File: src/rtl/gbn_pkg.sv
package gbn_pkg;

  // Defaults for the top-level parameters
  localparam int unsigned MSG_SLOTS_DEF  = 1024;
  localparam int unsigned WINDOW_MAX_DEF = 64;

  // Field widths
  localparam int unsigned OP_W      = 2;
  localparam int unsigned LO_W      = 64;
  localparam int unsigned MID_W     = 64;
  localparam int unsigned HI_W      = 32;
  localparam int unsigned PKT_W     = 16;
  localparam int unsigned PSUM_W    = 32;
  localparam int unsigned OSEQ_W    = 10;
  localparam int unsigned OSUM_W    = 13;
  localparam int unsigned CAUSE_W   = 2;
  localparam int unsigned WIN_W     = 7;
  localparam int unsigned TMO_W     = 16;
  localparam int unsigned CFG_IDX_W = 1;
  localparam int unsigned CFG_DAT_W = 16;

  localparam int unsigned PAYLOAD_BYTES = 20;

  // One stored message: {checksum, hi, mid, lo}
  localparam int unsigned STORE_W = OSUM_W + HI_W + MID_W + LO_W;

  // Register reset values
  localparam logic [WIN_W-1:0] WINDOW_RST  = 7'd8;
  localparam logic [TMO_W-1:0] TIMEOUT_RST = 16'd12;

  // Operation codes
  localparam logic [OP_W-1:0] OP_SEND = 2'd0;
  localparam logic [OP_W-1:0] OP_ACK  = 2'd1;
  localparam logic [OP_W-1:0] OP_TICK = 2'd2;

  // Transmit cause codes
  localparam logic [CAUSE_W-1:0] CAUSE_FRESH = 2'd0;
  localparam logic [CAUSE_W-1:0] CAUSE_SLIDE = 2'd1;
  localparam logic [CAUSE_W-1:0] CAUSE_RETX  = 2'd2;

  // Configuration register indexes
  localparam logic [CFG_IDX_W-1:0] CFG_WINDOW_SIZE   = 1'd0;
  localparam logic [CFG_IDX_W-1:0] CFG_TIMEOUT_TICKS = 1'd1;

endpackage

File: src/rtl/gbn_bytesum.sv
module gbn_bytesum (
  input  logic [gbn_pkg::LO_W-1:0]          lo_i,
  input  logic [gbn_pkg::MID_W-1:0]         mid_i,
  input  logic [gbn_pkg::HI_W-1:0]          hi_i,
  output logic signed [gbn_pkg::OSUM_W-1:0] sum_o
);

  localparam int unsigned SW = gbn_pkg::OSUM_W;

  logic [7:0]           bytes [gbn_pkg::PAYLOAD_BYTES];
  logic signed [SW-1:0] lvl1  [10];
  logic signed [SW-1:0] lvl2  [5];

  // Unpack the 20 payload bytes
  always_comb begin
    for (int i = 0; i < 8; i++) begin
      bytes[i]     = lo_i[8*i +: 8];
      bytes[8 + i] = mid_i[8*i +: 8];
    end
    for (int i = 0; i < 4; i++) begin
      bytes[16 + i] = hi_i[8*i +: 8];
    end
  end

  // Adder tree over sign-extended bytes
  always_comb begin
    for (int i = 0; i < 10; i++) begin
      lvl1[i] = $signed({{(SW-8){bytes[2*i][7]}}, bytes[2*i]})
              + $signed({{(SW-8){bytes[2*i+1][7]}}, bytes[2*i+1]});
    end
    for (int i = 0; i < 5; i++) begin
      lvl2[i] = lvl1[2*i] + lvl1[2*i+1];
    end
  end

  assign sum_o = (lvl2[0] + lvl2[1]) + (lvl2[2] + lvl2[3]) + lvl2[4];

endmodule

File: config.mk
export PLATFORM = sky130hd
export DESIGN_NAME = gbn_bytesum
export DESIGN_NICKNAME = d
export VERILOG_FILES = /design/src/rtl/gbn_pkg.sv /design/src/rtl/gbn_bytesum.sv
export SDC_FILE = /design/constraint.sdc
export NUM_CORES = 1
export LEC_CHECK = 0
export ABC_AREA = 1
export BUFFER_PORTS_ARGS = -buffer_cell sky130_fd_sc_hd__buf_2
export CAP_MARGIN = 10
export CORE_UTILIZATION = 50
export DETAILED_ROUTE_END_ITERATION = 7
export PLACE_DENSITY = 0.78
export SLEW_MARGIN = 5
export SYNTH_ARGS = -nofsm -noshare
export SYNTH_HDL_FRONTEND = slang
export SYNTH_SLANG_ARGS = --single-unit
File: constraint.sdc
create_clock -name vclk -period 10.6
set_input_delay 2.12 -clock vclk [all_inputs]
set_output_delay 2.12 -clock vclk [all_outputs]
set_load 0.02 [all_outputs]
Word-level counts from Yosys, hierarchy flattened
Cells that the tools add are included.

cells by class
  add/sub/neg operators = 19
  multipliers = 0
  div/mod/pow operators = 0
  order comparisons = 0
  equality and inequality tests = 0
  shifts and indexed selects = 0
  multiplexer cells = 0
  bitwise operators = 0
  reduce and logical (&&, ||, !) cells = 0

operators with widths
  kind              count
  $add A8 B8 Y9     10
  $add A9 B9 Y10    5
  $add A10 B10 Y11  2
  $add A12 B10 Y13  1
  $add A11 B11 Y12  1

storage, ports and cells
  register bits = 0
  bits in latches = 0
  bits in writable memories = 0
  ROM bits = 0
  bits of input ports = 160
  output and inout port bits = 13
  word-level logic and storage cells = 19
  memories kept = 0

Logic depth before layout (Yosys ltp)
Gate-level depths: netlist of run 1.

  depth after elaboration = 5
  depth in mapped cells = 23
  mapped depth without buffers = 23

Worst setup path before layout of run 1
Ideal clock, no wire load.

  path kind = input to output
  start = in lo_i[55] (netlist bit)
  end = out sum_o[12] (netlist bit)
  data arrival time = 6.912 ns
  required time = 8.480 ns
  path slack = 1.568 ns
  stages = 21
  path buffers = 0
  path through = fa_1 inv_1 fa_1 inv_1 fa_1 inv_1 fa_1 fa_1 inv_1 fa_1 inv_1 fa_1 inv_1 ha_1 nand2_1 inv_1 a21oi_1 nand2_1 nor2_1 nand2_1 nand2_1

on the way
  word-level cells in the longest chain between the ends = 5

ends and longest elaborated chain
  element           RTL line           text
  start, declared   gbn_bytesum.sv:2   input logic [gbn_pkg::LO_W-1:0] lo_i,
  $add A8 B8 Y9     gbn_bytesum.sv:29  + $signed({{(SW-8){bytes[2*i+1][7]}}, bytes[2*i+1]});
  $add A9 B9 Y10    gbn_bytesum.sv:32  lvl2[i] = lvl1[2*i] + lvl1[2*i+1];
  $add A10 B10 Y11  gbn_bytesum.sv:36  assign sum_o = (lvl2[0] + lvl2[1]) + (lvl2[2] + lvl2[3]) + lvl2[4];
  $add A11 B11 Y12  gbn_bytesum.sv:36
  $add A12 B10 Y13  gbn_bytesum.sv:36
  end, declared     gbn_bytesum.sv:5   output logic signed [gbn_pkg::OSUM_W-1:0] sum_o

Every way passes these cells.

Worst setup path in the final report of run 1
  start = in mid_i[63] (netlist bit)
  end = out sum_o[12] (netlist bit)

on the way
  word-level cells in the longest chain between the ends = 5

ends and longest elaborated chain
  element           RTL line           text
  start, declared   gbn_bytesum.sv:3   input logic [gbn_pkg::MID_W-1:0] mid_i,
  $add A8 B8 Y9     gbn_bytesum.sv:29
  $add A9 B9 Y10    gbn_bytesum.sv:32
  $add A10 B10 Y11  gbn_bytesum.sv:36
  $add A11 B11 Y12  gbn_bytesum.sv:36
  $add A12 B10 Y13  gbn_bytesum.sv:36

Every way passes these cells.

==> results of run 1 <==
## per-stage QoR
stage	instance area, um^2	utilization	instances	worst slack, ns
floorplan	4930	-	552	1.57
CTS	5960	0.633	854	1.16
global route	5960	0.633	854	1.01
finish	5960	0.633	854	1.18
global placement	5960	0.633	854	1.27
detailed placement	5960	0.633	854	1.15
## per-layer routing
layer	part of all wire	vias up	wire length [um]
met4	0.013	0	122
met1	0.35	1828	3290
li1	-	1790	-
met3	0.051	10	487
met2	0.59	126	5590
met5	0	-	0
## worst max-delay path by stage
stage / from / to / slack (ns) / cells after the start
final: mid_i[63] / sum_o[12] / 1.18 / 21
after CTS: mid_i[63] / sum_o[12] / 1.16 / 21
after detailed placement: mid_i[63] / sum_o[12] / 1.15 / 21
after floorplan: lo_i[55] / sum_o[12] / 1.57 / 21
after global placement: lo_i[55] / sum_o[12] / 1.27 / 23
after global routing: mid_i[63] / sum_o[12] / 1.01 / 21
## logic make-up (layout without fill, tap and decap cells)
| family | count (synthesis) | in the layout | share of synthesized area |
|---|---|---|---|
| buf+inv | 271 | 444 | 0.206 |
| xor+xnor | 8 | 8 | 0.0142 |
| fa+ha+maj | 179 | 179 | 0.691 |
| compound gates | 8 | 8 | 0.00913 |
| simple gates | 86 | 86 | 0.0791 |
## area by class of cell
class | count | area, um^2
multi-input combinational | 281 | 3920
fill | 809 | 3450
inverter | 271 | 1020
timing repair buffer | 173 | 866
tap | 129 | 161
## synthesized netlist by cell type
cell	count	area [um^2]
nor2b_2	1	8.76
nor2_2	1	6.26
o21bai_1	1	7.51
fa_1	156	3120
a21o_1	1	7.51
nor2_1	10	37.5
nand3_2	1	10.0
nor2_4	2	22.5
nand4_1	3	18.8
nand2_1	49	184
inv_2	2	7.51
a21oi_1	6	30.0
xor2_1	4	35.0
nand3_1	13	65.1
inv_1	269	1010
nand2_2	6	37.5
ha_1	23	288
xnor2_1	4	35.0
## critical path, delay by kind of cell
kind / cells / cell delay (ns)
buf+inv: 7 / 0.56
fa+ha+maj: 8 / 4.01
simple gates: 5 / 0.42
compound gates: 1 / 0.19
==> flow_summary.json, run 1 <==
{
  "synth.cell_area_um2": 4930,
  "hold_path_class": "primary input to output port",
  "layout_common_cells": "inv_1 (269), buf_2 (173), fa_1 (156), nand2_1 (49), ha_1 (23)",
  "ioPinCount": 173,
  "initial_utilization": 0.524,
  "grt_pass1_wl_um": 16000,
  "drc_errors": 0,
  "criticalPathCategory": "primary input to output port",
  "wire_per_inst_um": 11.1,
  "area_delta_synth_final_pct": 20.8,
  "nFlopsAndLatches": 0,
  "slew_headroom": 0.829,
  "first_global_vias": 4078,
  "drt_wl_total_um": 9490,
  "drv_slew": 0,
  "core_um2": 9420,
  "setup_tns_ns": 0,
  "seqCellArea_um2": 0,
  "timing.max_cap.violations": 0,
  "finalWeightedCongestion": 0.858,
  "top_usage_layer": "met2",
  "crit_fanout": 4,
  "min_period_ns": 9.42,
  "routed_via_density": 4.40,
  "cpPeakStageDelay_ns": 0.65,
  "gr-usage-met3": 0.00966,
  "finalHoldViolCount": 0,
  "post-cts-setup-buffers": 0,
  "rsz0062_at_grt": "no",
  "cts_resized": 0,
  "diodes": 0,
  "holdPathStages": 3,
  "setup_viol": 0,
  "first_pass_iters": 4,
  "track_usage": 0.194,
  "run_status": "finished, final reports clean",
  "antenna_found_initial": 0,
  "grtUsageMet2": 0.400,
  "hp-start": "hi_i[24]",
  "postRouteAntennaNets": 0,
  "start_kind": "primary input",
  "timing.hold.ws_ns": 4.58,
  "num_rows": 35,
  "initialDrtViolationCount": 85,
  "synth_fp_nets": 891,
  "die_y_um": 101,
  "grt_max_degree": 7,
  "ys.warnings.count": 0,
  "dieWidth_um": 101,
  "nClkBuffers": 0,
  "ys_types": 18,
  "cp_slowest_cell": "fa_1",
  "ctsHoldBuffers": 0,
  "grt.overflow.total": 0,
  "timing.fmax_ghz": 0.106,
  "worstMarginPinSlew_ns": 0.256,
  "final_common_cell": "inv_1",
  "period_share": 0.889,
  "nets": 1066,
  "crit_arrival_ns": 7.30,
  "crit_chain": "buf_2, fa_1, inv_1, fa_1, inv_1, fa_1, inv_1, fa_1, fa_1, fa_1, fa_1, inv_1, ha_1, nand2_1, inv_1, a21oi_1, nand2_1, nor2_1, nand2_1, nand2_1, buf_2",
  "syn_avg_cell_area_um2": 8.94,
  "port_buffers": 173,
  "netlist_instances": 552,
  "vias": 3754,
  "die_area_um2": 10300,
  "crit_required_ns": 8.48,
  "cpMostUsedCell": "fa_1",
  "hpwlAfterDp_um": 9580,
  "setup.worst_path.end_class": "output port",
  "hold_path_end": "sum_o[0]",
  "yosysSeqAreaShare": 0,
  "grt_util_met1": 0.224,
  "drive_gt1_frac": 0.257
}
Power of run 1 is left out: the tool's default activity adds up to more than one toggle a clock period on the data nets, which glitch-free logic cannot reach.
==> run 2: changes to the inputs <==
--- a/config.mk
+++ b/config.mk
@@ -8,10 +8,11 @@
 export ABC_AREA = 1
 export BUFFER_PORTS_ARGS = -buffer_cell sky130_fd_sc_hd__buf_2
 export CAP_MARGIN = 10
+export CORE_ASPECT_RATIO = 0.7
 export CORE_UTILIZATION = 50
 export DETAILED_ROUTE_END_ITERATION = 7
 export PLACE_DENSITY = 0.78
-export SLEW_MARGIN = 5
+export SLEW_MARGIN = 20
 export SYNTH_ARGS = -nofsm -noshare
 export SYNTH_HDL_FRONTEND = slang
 export SYNTH_SLANG_ARGS = --single-unit
==> flow_summary.json, run 2 (synthesized netlist as in run 1, its figures left out) <==
{
  "routed_via_density": 4.34,
  "first_global_vias": 4115,
  "first_pass_iters": 4,
  "final_area_um2": 5950,
  "path_depth": 23,
  "nClkBuffers": 0,
  "criticalPathCategory": "primary input to output port",
  "vias": 3686,
  "grt_max_degree": 7,
  "timing.fmax_ghz": 0.106,
  "hold_path_class": "primary input to output port",
  "worstMarginPinSlew_ns": 0.269,
  "wire_per_inst_um": 11.5,
  "final_common_cell": "inv_1",
  "layout_common_cells": "inv_1 (269), buf_2 (173), fa_1 (156), nand2_1 (49), ha_1 (23)",
  "core_um2": 9330,
  "cts_resized": 0,
  "grt.overflow.total": 0,
  "die_y_um": 85.1,
  "area_delta_synth_final_pct": 20.7,
  "drive_gt1_frac": 0.257,
  "start_kind": "primary input",
  "min_period_ns": 9.41,
  "crit_required_ns": 8.48,
  "setup.worst_path.end_class": "output port",
  "grt_pass1_wl_um": 17000,
  "finalWeightedCongestion": 0.792,
  "finalHoldViolCount": 0,
  "dieWidth_um": 121,
  "nFlopsAndLatches": 0,
  "diodes": 0,
  "path_delay_family": "adder cells",
  "track_usage": 0.205,
  "timing.hold.ws_ns": 4.58,
  "drt_wl_total_um": 9730,
  "crit_fanout": 4,
  "num_rows": 29,
  "placed_area_um2": 5950,
  "port_buffers": 173,
  "run_status": "finished, final reports clean",
  "crit_arrival_ns": 7.29,
  "die_area_um2": 10300,
  "hpwlAfterDp_um": 9860,
  "setup_viol": 0,
  "setup_tns_ns": 0,
  "post-cts-setup-buffers": 0,
  "initial_utilization": 0.529,
  "drv_slew": 0,
  "holdPathStages": 3,
  "seqCellArea_um2": 0,
  "drc_errors": 0,
  "critPathBufInv": 9,
  "ioPinCount": 173,
  "nets": 1066,
  "cp_slowest_cell": "fa_1",
  "cpPeakStageDelay_ns": 0.58,
  "period_share": 0.888,
  "ctsHoldBuffers": 0,
  "timing.max_cap.violations": 0,
  "postRouteAntennaNets": 0,
  "slew_headroom": 0.821,
  "antenna_found_initial": 0,
  "initialDrtViolationCount": 71,
  "rsz0062_at_grt": "no",
  "crit_chain": "buf_2, fa_1, inv_1, fa_1, inv_1, fa_1, inv_1, fa_1, fa_1, inv_1, fa_1, inv_1, fa_1, inv_1, ha_1, nand2_1, inv_1, a21oi_1, nand2_1, nor2_1, nand2_1, nand2_1, buf_2"
}
-- run 2: cell counts in the layout (fill, tap and decap cells not counted) --
No cell type changed its count.
-- run 2: stage by stage --
| step | worst slack, ns | util | std cells |
|---|---|---|---|
| floorplan | 1.57 | - | 552 |
| global placement | 1.26 | 0.639 | 849 |
| detailed placement | 1.17 | 0.639 | 849 |
| CTS | 1.17 | 0.639 | 849 |
| global route | 0.912 | 0.639 | 849 |
| finish | 1.19 | 0.639 | 849 |
-- run 2: final timing paths --
kind | from | end | slack [ns]
max | lo_i[55] | sum_o[12] | 1.19
min | hi_i[24] | sum_o[0] | 4.58
-- run 2: metal layers --
metal	vias up	global-route usage	wire (um)
li1	1786	-	-
met1	1775	0.266	3900
met2	117	0.400	5320
met3	8	0.00470	437
met4	0	0.0168	75
met5	-	0	0
-- run 2: layout make-up --
type | count | area, um^2
tap | 124 | 155
fill | 810 | 3370
multi-input combinational | 281 | 3920
inverter | 271 | 1020
timing repair buffer | 173 | 866
Power of run 2 is left out for the same reason.
