==> src/rtl/gbn_ram.sv <==
module gbn_ram #(
  parameter int unsigned WIDTH = 8,
  parameter int unsigned DEPTH = 16
) (
  input  logic                     clk_i,
  input  logic                     we_i,
  input  logic [$clog2(DEPTH)-1:0] waddr_i,
  input  logic [WIDTH-1:0]         wdata_i,
  input  logic                     re_i,
  input  logic [$clog2(DEPTH)-1:0] raddr_i,
  output logic [WIDTH-1:0]         rdata_o
);

  logic [WIDTH-1:0] mem_q [DEPTH];
  logic [WIDTH-1:0] rdata_q;

  // One write port, one registered read port; read data holds without re
  always_ff @(posedge clk_i) begin
    if (we_i) begin
      mem_q[waddr_i] <= wdata_i;
    end
    if (re_i) begin
      rdata_q <= mem_q[raddr_i];
    end
  end

  assign rdata_o = rdata_q;

endmodule

==> config.mk <==
export PLATFORM = sky130hd
export DESIGN_NAME = gbn_ram
export DESIGN_NICKNAME = d
export VERILOG_FILES = /design/src/rtl/gbn_ram.sv
export SDC_FILE = /design/constraint.sdc
export NUM_CORES = 1
export LEC_CHECK = 0
export BUFFER_PORTS_ARGS = -buffer_cell sky130_fd_sc_hd__buf_2
export CAP_MARGIN = 20
export CORE_MARGIN = 8
export CORE_UTILIZATION = 38
export CTS_CLUSTER_DIAMETER = 30
export DETAILED_ROUTE_END_ITERATION = 7
export SYNTH_ARGS = -nofsm -noshare
export SYNTH_HDL_FRONTEND = slang
export SYNTH_SLANG_ARGS = --single-unit
export TNS_END_PERCENT = 10
==> constraint.sdc <==
create_clock -name clk_i -period 5.1 [get_ports clk_i]
set_clock_uncertainty 0.05 [all_clocks]
set_input_delay 1.02 -clock clk_i [delete_from_list [all_inputs] [get_ports clk_i]]
set_output_delay 1.02 -clock clk_i [all_outputs]
set_load 0.01 [all_outputs]
# --- After elaboration in Yosys (flattened, before gate mapping) ---
# Memories as Yosys holds them, arrays and structs flattened. A register that Yosys moved wholly into a read port is not among the register bits.
# Index checks and enable logic that the tools add are counted.
op_classes:
  n_mux: 2
op_table:
  columns: ["op", "n"]
  rows:
  - ["1-bit two-way mux", 2]
word_totals:
  in_bits: 19
  mem_count: 1
  elab_cells: 3
  reg_bits: 0
  ram_bits: 128
mem_list:
  columns: ["name", "depth", "width", "read_ports", "rd_clocked_by_memory_dff", "write_ports", "line_no", "text"]
  rows:
  - ["mem_q", 16, 8, 1, 1, 1, "14", "logic [WIDTH-1:0] mem_q [DEPTH];"]

# --- Longest topological paths before layout ---
# Gate-level depths: netlist of the first run.
logic_depth:
  ltp_word: 2
  depth_mapped: 5
  depth_no_buf: 3

# --- Least setup slack after synthesis of the first run ---
# OpenSTA, ideal clock, no wires.
synth_timing:
  path_type: "input port to flip-flop"
  start: "input waddr_i[2]"
  end: "memory mem_q[0][0] (enable)"
  required_time_ns: 4.667
  path_stages: 2
  t_arrival_ns: 2.130
  setup_slack_ns: 2.537
  setup_time_ns: 0.383
  cell_sequence: "or3b_2 -> nor3_1"
synth_lines:
  columns: ["item", "line_no", "text"]
  rows:
  - ["start: declaration", "7", "input logic [$clog2(DEPTH)-1:0] waddr_i,"]
  - ["end: declaration", "14", null]
# Straight into the memory's write port.

# --- Final worst setup path of the first run ---
layout_timing:
  start: "input waddr_i[2]"
  end: "memory mem_q[2][3] (enable)"
# Straight into the memory's write port.

==> metrics.yaml, run 1 <==
run:
  drv_cap: 0
critical_path:
  cp.required_ns: 5.08
  endpoint_kind: "register"
  startpoint_type: "input pin"
  crit_fanout: 8
  arrival_ns: 2.40
  criticalPathCategory: "in2reg"
sta:
  fin_crit_ns: 2.43
  rsz0062_at_grt: "false"
  worst_pin_slew_ns: 1.01
  setup_viol: 0
  hold_ws_ns: 0.699
  finalSetupTns_ns: 0
  slew_headroom: 0.322
  finalHoldViolCount: 0
  drv_slew: 0
  fmax_mhz: 412
  fin_crit_sh: 0.476
  worst_slack_ns: 2.67
placement:
  dpl.cell_count: 428
  place_ws_ns: 1.82
  dp.final_hpwl_mm: 6.55
  place_congestion: 0.729
  port_buffers: 26
  placed_cell_area_sq_um: 5520
detailed_routing:
  final_antenna_net_count: 0
  dr.pass1.iters: 4
  avgViaCountPerCell: 5.26
  vias: 2406
  drt_iter0_drc: 273
  drc: 0
  detail_route.wl_per_cell_um: 22.8
  routed_wl_mm: 10.4
global_routing:
  grt_pass1_wl_mm: 15.7
  grt_pass1_vias: 2484
  grt-ovfl-total: 0
  antenna_found_initial: 0
  grt_use_total: 0.123
  grt_start_max_net_pins: 33
clock_tree:
  post_cts_buffers: 0
  htreeDepth: 4
  clock_path_buffers: 2
  hold_buffers: 0
  clk_latency_ns: 0.41
  cts_tree: "yes"
  cts_resized: 0
  cts_root_buffer: "clkbuf_16"
  numClockSinks: 136
  clk_pin_slew_worst_paths_ns: 0.05
  cts_buffers: 17
finish:
  synthToLayoutAreaGrowth_pct: 15.1
  nFillCells: 1174
  finalInstanceArea_sq_um: 6020
  instances_no_fill: 457
  antenna_cells: 0
  nNetsFinal: 287
  drive_gt1_frac: 0.256
power_and_ir_drop:
  p_per_area_nw_per_um2: 395
  ir_worst_vdd_uv: 206
  p_leak_nw: 1.97
logic_synthesis:
  yosysWarnings: 0
  synth_top_cells_by_area: "edfxtp_1 78%, mux4_2 7.8%, mux4_1 7.0%, a22oi_1 2.3%, nor2_1 0.93%"
  synth_area_sq_um: 5230
  synth_area_leader_cell: "edfxtp_1"
  seq_area_frac_synth: 0.781
  synth_seq_cells: 136
  syn-num-nets: 248
  ys_types: 18
  syn_avg_cell_area_sq_um: 22.8
  netlist_instances: 229
  synth_top_area_frac: 0.781
floorplan:
  rows: 43
  core-area_sq_um: 13700
  die_w_um: 133
  start_util: 0.383
  die-area_sq_um: 17800
  dieHeight_um: 133
  io_pins: 27
outcome:
  status: "finished, final reports clean"
worst_hold_path:
  hold_class: "reg2reg"
==> worst paths after layout <==
path                     start          end  slack [ns]  depth (start not counted)
hold / removal    mem_q[15][2]   rdata_o[2]        0.70                          3
setup reg to reg   mem_q[0][0]   rdata_o[0]        3.56                          3
setup / recovery    waddr_i[2]  mem_q[2][3]        2.67                          3
hold reg to reg   mem_q[15][2]   rdata_o[2]        0.70                          3
==> flip-flops by register name (all words and copies together), names as in the netlist <==
register and cells:
rdata_o 8, mem_q 128
==> final cells by class <==
| type | count | area [sq um] | share of cell area |
|---|---|---|---|
| Clock buffer | 19 | 433 | 0.0720 |
| Clock inverter | 9 | 38.8 | 0.00645 |
| Multi-Input combinational cell | 83 | 1060 | 0.177 |
| Sequential cell | 136 | 4080 | 0.679 |
| Tap cell | 180 | 225 | 0.0374 |
| Timing Repair Buffer | 30 | 173 | 0.0287 |
==> placed cells by master, fill, tap and decap left out <==
cell         n
nand2_1      9
clkbuf_1     2
clkbuf_16   17
and2b_1      1
and2_1       1
buf_12       1
nor2b_1      1
clkinv_1     5
or3b_2       1
nand3_1      1
nand2b_1     2
buf_4        3
edfxtp_1   136
nor3_2       1
mux4_1      14
nand3b_1     2
clkinv_2     4
buf_2       26
mux4_2      18
nor2_1      13
a22oi_1     16
nor3_1       3
==> where the power goes <==
part	total (mW)	internal, mW	switching [mW]	leakage, nW
combinational	0.112	0.0454	0.0669	0.500
sequential	1.27	1.26	0.00727	1.24
clock	0.995	0.595	0.400	0.235
==> through the flow <==
step	power, mW	utilization
after CTS	2.39	0.439
after floorplan	1.35	-
final	2.38	0.440
after global routing	2.45	0.440
after detailed placement	1.40	0.404
after global placement	1.40	0.404
==> synthesized netlist by cell type <==
| library cell | count |
|---|---|
| a22oi_1 | 16 |
| nand2_1 | 9 |
| nand2b_1 | 2 |
| buf_2 | 3 |
| mux4_1 | 14 |
| nand3b_1 | 2 |
| nor2_1 | 13 |
| mux4_2 | 18 |
| and2b_1 | 1 |
| or3b_2 | 1 |
| and2_1 | 1 |
| buf_6 | 3 |
| clkdlybuf4s25_2 | 3 |
| buf_4 | 1 |
| nor2b_1 | 1 |
| nor3_1 | 4 |
| nand3_1 | 1 |
| edfxtp_1 | 136 |
==> worst max-delay path, stage by stage <==
cell	delay, ns
buf_2	0.12
or3b_2	0.52
nor2_1	0.74
==> metal layers <==
metal / wire length [um] / track usage / share of wire / up-vias
met5: 0 / 0 / 0 / -
met4: 154 / 0.0580 / 0.015 / 0
met3: 482 / 0.0354 / 0.046 / 9
met2: 5090 / 0.189 / 0.49 / 63
met1: 4680 / 0.159 / 0.45 / 1276
li1: - / - / - / 1058
==> cell families after synthesis <==
| group | Yosys count | synth area share |
|---|---|---|
| flip-flops | 136 | 0.781 |
| buffers and inverters | 10 | 0.0165 |
| AO/OA/AOI/OAI | 16 | 0.0230 |
| AND/OR/NAND/NOR | 35 | 0.0314 |
| multiplexers | 32 | 0.148 |
No activity file was read; power rests on OpenSTA's default activity.
==> run 2: changes to the inputs <==
==> constraint.sdc (replaced) <==
create_clock -name clk_i -period 2.2 [get_ports clk_i]
set_clock_uncertainty 0.05 [all_clocks]
set_input_delay 0.44 -clock clk_i [delete_from_list [all_inputs] [get_ports clk_i]]
set_output_delay 0.44 -clock clk_i [all_outputs]
set_load 0.01 [all_outputs]
==> run 2 against run 1 <==
  * Power increased by 140%
  * Clock-buffer cell count decreased by 1
  * Critical path depth increased by 2
  * Sequential power increased by 130%
  * Utilization increased by 1.4 points
  * Non-clock buffer count increased by 18
  * Clock power increased by 150%
  * First-iteration DRC count decreased by 27%
  * Hold slack got worse by 0.34 ns
  * Sequential cell count unchanged
  * Design area increased by 3.1%
  * Global-route usage decreased by 0.36 points
  * Largest cell class unchanged
  * Highest routed layer unchanged
==> metrics.yaml, run 2 (same netlist as run 1, synthesis figures left out) <==
outcome:
  status: "finished, final reports clean"
finish:
  instances_no_fill: 476
  synthToLayoutAreaGrowth_pct: 18.6
  seq_area_sq_um: 4080
  nNetsFinal: 305
  multi_input_area_sq_um: 1060
  nFillCells: 1184
  antenna_cells: 0
  top_register: "mem_q"
  final_cell_mix: "136 x edfxtp_1, 26 x buf_2, 20 x buf_4, 18 x mux4_2, 17 x clkbuf_16"
  finalInstanceArea_sq_um: 6200
  largest_register_ffs: 128
  drive_gt1_frac: 0.311
  fin_util: 0.454
  final_common_cell: "edfxtp_1"
detailed_routing:
  drt_iter0_drc: 198
  detail_route.wl_per_cell_um: 20.9
  dr.pass1.iters: 4
  final_antenna_net_count: 0
  avgViaCountPerCell: 5.04
  drc: 0
  vias: 2398
  routed_wl_mm: 9.94
clock_tree:
  cts_tree: "yes"
  numClockSinks: 136
  cts_resized: 0
  cts_buffers: 17
  clk_pin_slew_worst_paths_ns: 0.05
  cts_root_buffer: "clkbuf_16"
  post_cts_buffers: 0
  hold_buffers: 0
  clk_latency_ns: 0.40
  htreeDepth: 4
  clock_path_buffers: 2
sta:
  fin_crit_ns: 1.71
  drv_slew: 0
  worst_pin_slew_ns: 0.375
  slew_headroom: 0.750
  fmax_mhz: 586
  finalHoldViolCount: 0
  worst_slack_ns: 0.494
  rsz0062_at_grt: "false"
  hold_ws_ns: 0.361
  finalSetupTns_ns: 0
  fin_crit_sh: 0.776
  setup_viol: 0
power_and_ir_drop:
  power_frac_comb: 0.049
  power.total_mw: 5.68
  p_seq_frac: 0.517
  power.share.clock: 0.434
  switchingPower_mw: 1.13
  ir_worst_vdd_uv: 490
  internal_power_mw: 4.55
  p_per_area_nw_per_um2: 915
  p_leak_nw: 2.08
  p_sw_frac: 0.198
floorplan:
  start_util: 0.383
  die_w_um: 133
  dieHeight_um: 133
  core-area_sq_um: 13700
  io_pins: 27
  die-area_sq_um: 17800
  rows: 43
global_routing:
  grt_start_max_net_pins: 28
  antenna_found_initial: 0
  grt-ovfl-total: 0
  grt_use_total: 0.120
  grt_pass1_wl_mm: 15.4
  grt_pass1_vias: 2577
critical_path:
  cp.required_ns: 2.29
  crit_chain: "buf_2 -> buf_12 -> mux4_1 -> a22oi_1 -> nand2_1"
  slowest_delay_ns: 0.59
  criticalPathCategory: "in2reg"
  arrival_ns: 1.80
  endpoint_kind: "register"
  crit_fanout: 27
  critPathSlowestCell: "mux4_1"
  startpoint_type: "input pin"
placement:
  place_ws_ns: 0.0639
  dp.final_hpwl_mm: 6.75
  placed_cell_area_sq_um: 5690
  place_congestion: 0.724
  dpl.cell_count: 447
  port_buffers: 26
worst_hold_path:
  hold_class: "in2reg"
run:
  drv_cap: 0
run 2: final timing paths:
path | startpoint | end | slack, ns | cells past startpoint
worst max-delay path | raddr_i[0] | rdata_o[2] | 0.49 | 5
worst min-delay path | re_i | rdata_o[4] | 0.36 | 1
worst max register to register | mem_q[6][2] | rdata_o[2] | 0.61 | 3
worst min register to register | mem_q[4][7] | rdata_o[7] | 0.70 | 3
run 2: power by group through the flow:
stage	combinational (mW)	clock (mW)	sequential (mW)
after floorplan	0.147	0	2.99
after global placement	0.278	0	2.99
after detailed placement	0.283	0	2.99
after CTS	0.283	2.51	2.94
after global routing	0.301	2.63	2.94
final	0.276	2.46	2.94
run 2: layer usage:
layer	up-vias	wire length, um	track usage
li1	1096	-	-
met1	1237	4390	0.152
met2	58	4870	0.184
met3	7	596	0.0478
met4	0	87	0.0393
met5	-	0	0
run 2: area by class of cell:
cell class	instances	share of cell area
Clock buffer	18	0.0692
Clock inverter	11	0.0139
Sequential cell	136	0.658
Timing Repair Buffer	48	0.0516
Tap cell	180	0.0363
Multi-Input combinational cell	83	0.170
run 2: critical path, delay by kind of cell:
kind                   cells  cell delay [ns]
AND/OR/NAND/NOR            1             0.10
AO/OA/AOI/OAI              1             0.31
buffers and inverters      2             0.34
multiplexers               1             0.59
==> run 3: changes to the inputs <==
==> constraint.sdc (replaced) <==
create_clock -name clk_i -period 1.41 [get_ports clk_i]
set_clock_uncertainty 0.05 [all_clocks]
set_input_delay 0.282 -clock clk_i [delete_from_list [all_inputs] [get_ports clk_i]]
set_output_delay 0.282 -clock clk_i [all_outputs]
set_load 0.01 [all_outputs]
==> run 3 against run 2 <==
  * The flow now finishes with violations (setup timing)
  * Power up 67%
  * Setup slack worse by 0.59 ns
  * Sequential power up 56%
  * Via count up 3.3%
  * Non-clock buffer count up 11
  * Cell count up 2.5%
  * Register-to-register slack worse by 0.71 ns
  * Clock power up 80%
  * Hold slack worse by 0.16 ns
  * Die area unchanged
  * Critical path depth down 2
  * Global-route usage up 0.57 points
  * Critical path type is now reg2reg
  * Critical endpoint unchanged
  * Highest routed layer unchanged
==> metrics.yaml, run 3 (same netlist as run 1, synthesis figures left out) <==
clock_tree:
  cts_buffers: 17
  clk_pin_slew_worst_paths_ns: 0.06
  cts_tree: "yes"
  hold_buffers: 0
  numClockSinks: 136
  clk_latency_ns: 0.41
  post_cts_buffers: 0
  clock_path_buffers: 2
  cts_root_buffer: "clkbuf_16"
  htreeDepth: 4
floorplan:
  dieHeight_um: 133
  rows: 43
  die-area_sq_um: 17800
  start_util: 0.383
  die_w_um: 133
  core-area_sq_um: 13700
  io_pins: 27
power_and_ir_drop:
  internal_power_mw: 7.69
  p_sw_frac: 0.190
  p_per_area_nw_per_um2: 1480
  p_leak_nw: 2.13
  switchingPower_mw: 1.80
  power_frac_comb: 0.050
  ir_worst_vdd_uv: 899
  power.total_mw: 9.50
  p_seq_frac: 0.483
  power.share.clock: 0.467
sta:
  rsz0062_at_grt: "true"
  slew_headroom: 0.380
  fin_crit_ns: 1.51
  drv_slew: 0
  fin_crit_sh: 1.07
  setup_viol: 7
  worst_pin_slew_ns: 0.927
  finalHoldViolCount: 0
  fmax_mhz: 664
  finalSetupTns_ns: -0.380
  worst_slack_ns: -0.0950
detailed_routing:
  routed_wl_mm: 10.3
  drc: 0
  dr.pass1.iters: 5
  detail_route.wl_per_cell_um: 21.2
  final_antenna_net_count: 0
  avgViaCountPerCell: 5.08
  drt_iter0_drc: 230
  vias: 2478
finish:
  drive_gt1_frac: 0.409
  fin_util: 0.468
  seq_area_sq_um: 4080
  top_register: "mem_q"
  multi_input_area_sq_um: 1040
  synthToLayoutAreaGrowth_pct: 22.4
  largest_register_ffs: 128
  antenna_cells: 0
  final_common_cell: "edfxtp_1"
  nNetsFinal: 316
  nFillCells: 1160
  final_cell_mix: "136 x edfxtp_1, 32 x mux4_2, 27 x buf_4, 26 x buf_2, 17 x clkbuf_16"
critical_path:
  crit_end: "rdata_o[2]"
  r2r-start: "mem_q[0][2]"
  slowest_delay_ns: 0.46
  criticalPathCategory: "reg2reg"
  crit_chain: "mux4_2 -> a22oi_1 -> nand2_1"
  reg2reg_to: "rdata_o[2]"
  cp.required_ns: 1.51
  rr_worst_depth: 3
  arrival_ns: 1.61
  crit_fanout: 1
  rrSetupSlack_ns: -0.1
  critPathSlowestCell: "mux4_2"
  endpoint_kind: "register"
  startpoint_type: "register"
  startpoint: "mem_q[0][2]"
global_routing:
  grt_use_total: 0.125
  grt-ovfl-total: 0
  grt_start_max_net_pins: 17
  grt_pass1_wl_mm: 16.1
  grt_pass1_vias: 2652
  antenna_found_initial: 0
placement:
  dp.final_hpwl_mm: 6.90
  port_buffers: 26
  place_congestion: 0.737
worst_hold_path:
  holdPathStages: 1
  worstHoldStart: "re_i"
  hold_class: "in2reg"
outcome:
  status: "finished with violations"
  violations: "setup timing"
run:
  drv_cap: 0
-- run 3: cell types whose count changed in the layout (fill, tap and decap cells not counted), sizes merged --
cell | before | now
clkinv | 6 | 4
clkinvlp | 4 | 2
clkbuf | 18 | 20
bufinv | 1 | 4
buf | 48 | 59
-- run 3: stage by stage --
stage,hold WS (ns),instance area [sq um],instances,worst slack [ns]
floorplan,0.331,5230,229,-0.122
global placement,0.623,5790,458,-0.440
detailed placement,0.625,5790,458,-0.449
CTS,0.186,6400,488,-0.0865
global route,0.178,6400,488,-0.158
finish,0.202,6400,488,-0.0950
-- run 3: routing by layer --
layer / share of wire / vias to the layer above / GRT usage
met5: 0 / - / 0
met4: 0.013 / 0 / 0.0524
met3: 0.066 / 13 / 0.0392
met2: 0.46 / 75 / 0.183
met1: 0.46 / 1284 / 0.170
li1: - / 1106 / -
-- run 3: worst min-delay path by stage --
stage	endpoint
floorplan	mem_q[0][0]
global placement	mem_q[7][2]
detailed placement	rdata_o[1]
CTS	rdata_o[7]
global route	rdata_o[7]
finish	rdata_o[7]
-- run 3: power by group through the flow --
stage	registers, mW	logic [mW]	clock network, mW
3_5_place_dp	4.66	0.480	0
5_1_grt	4.59	0.520	4.68
4_1_cts	4.58	0.489	4.51
3_3_place_gp	4.66	0.472	0
6_report	4.58	0.478	4.44
2_1_floorplan	4.67	0.254	0
-- run 3: cell type report --
type,count,area share
Timing Repair Buffer,59,0.0708
Clock buffer,20,0.0683
Clock inverter,10,0.0241
Tap cell,180,0.0352
Sequential cell,136,0.638
Multi-Input combinational cell,83,0.163
-- run 3: worst max-delay path: cells and delay by family (launching register included) --
kind	cells	cell delay [ns]
flops	1	0.37
mux	1	0.46
simple gates	1	0.10
compound gates	1	0.27
-- run 3: what timing repair did --
action,CTS,global route
endpoints found under the setup margin,8,8
resized for setup,5,0
pin swaps,1,0
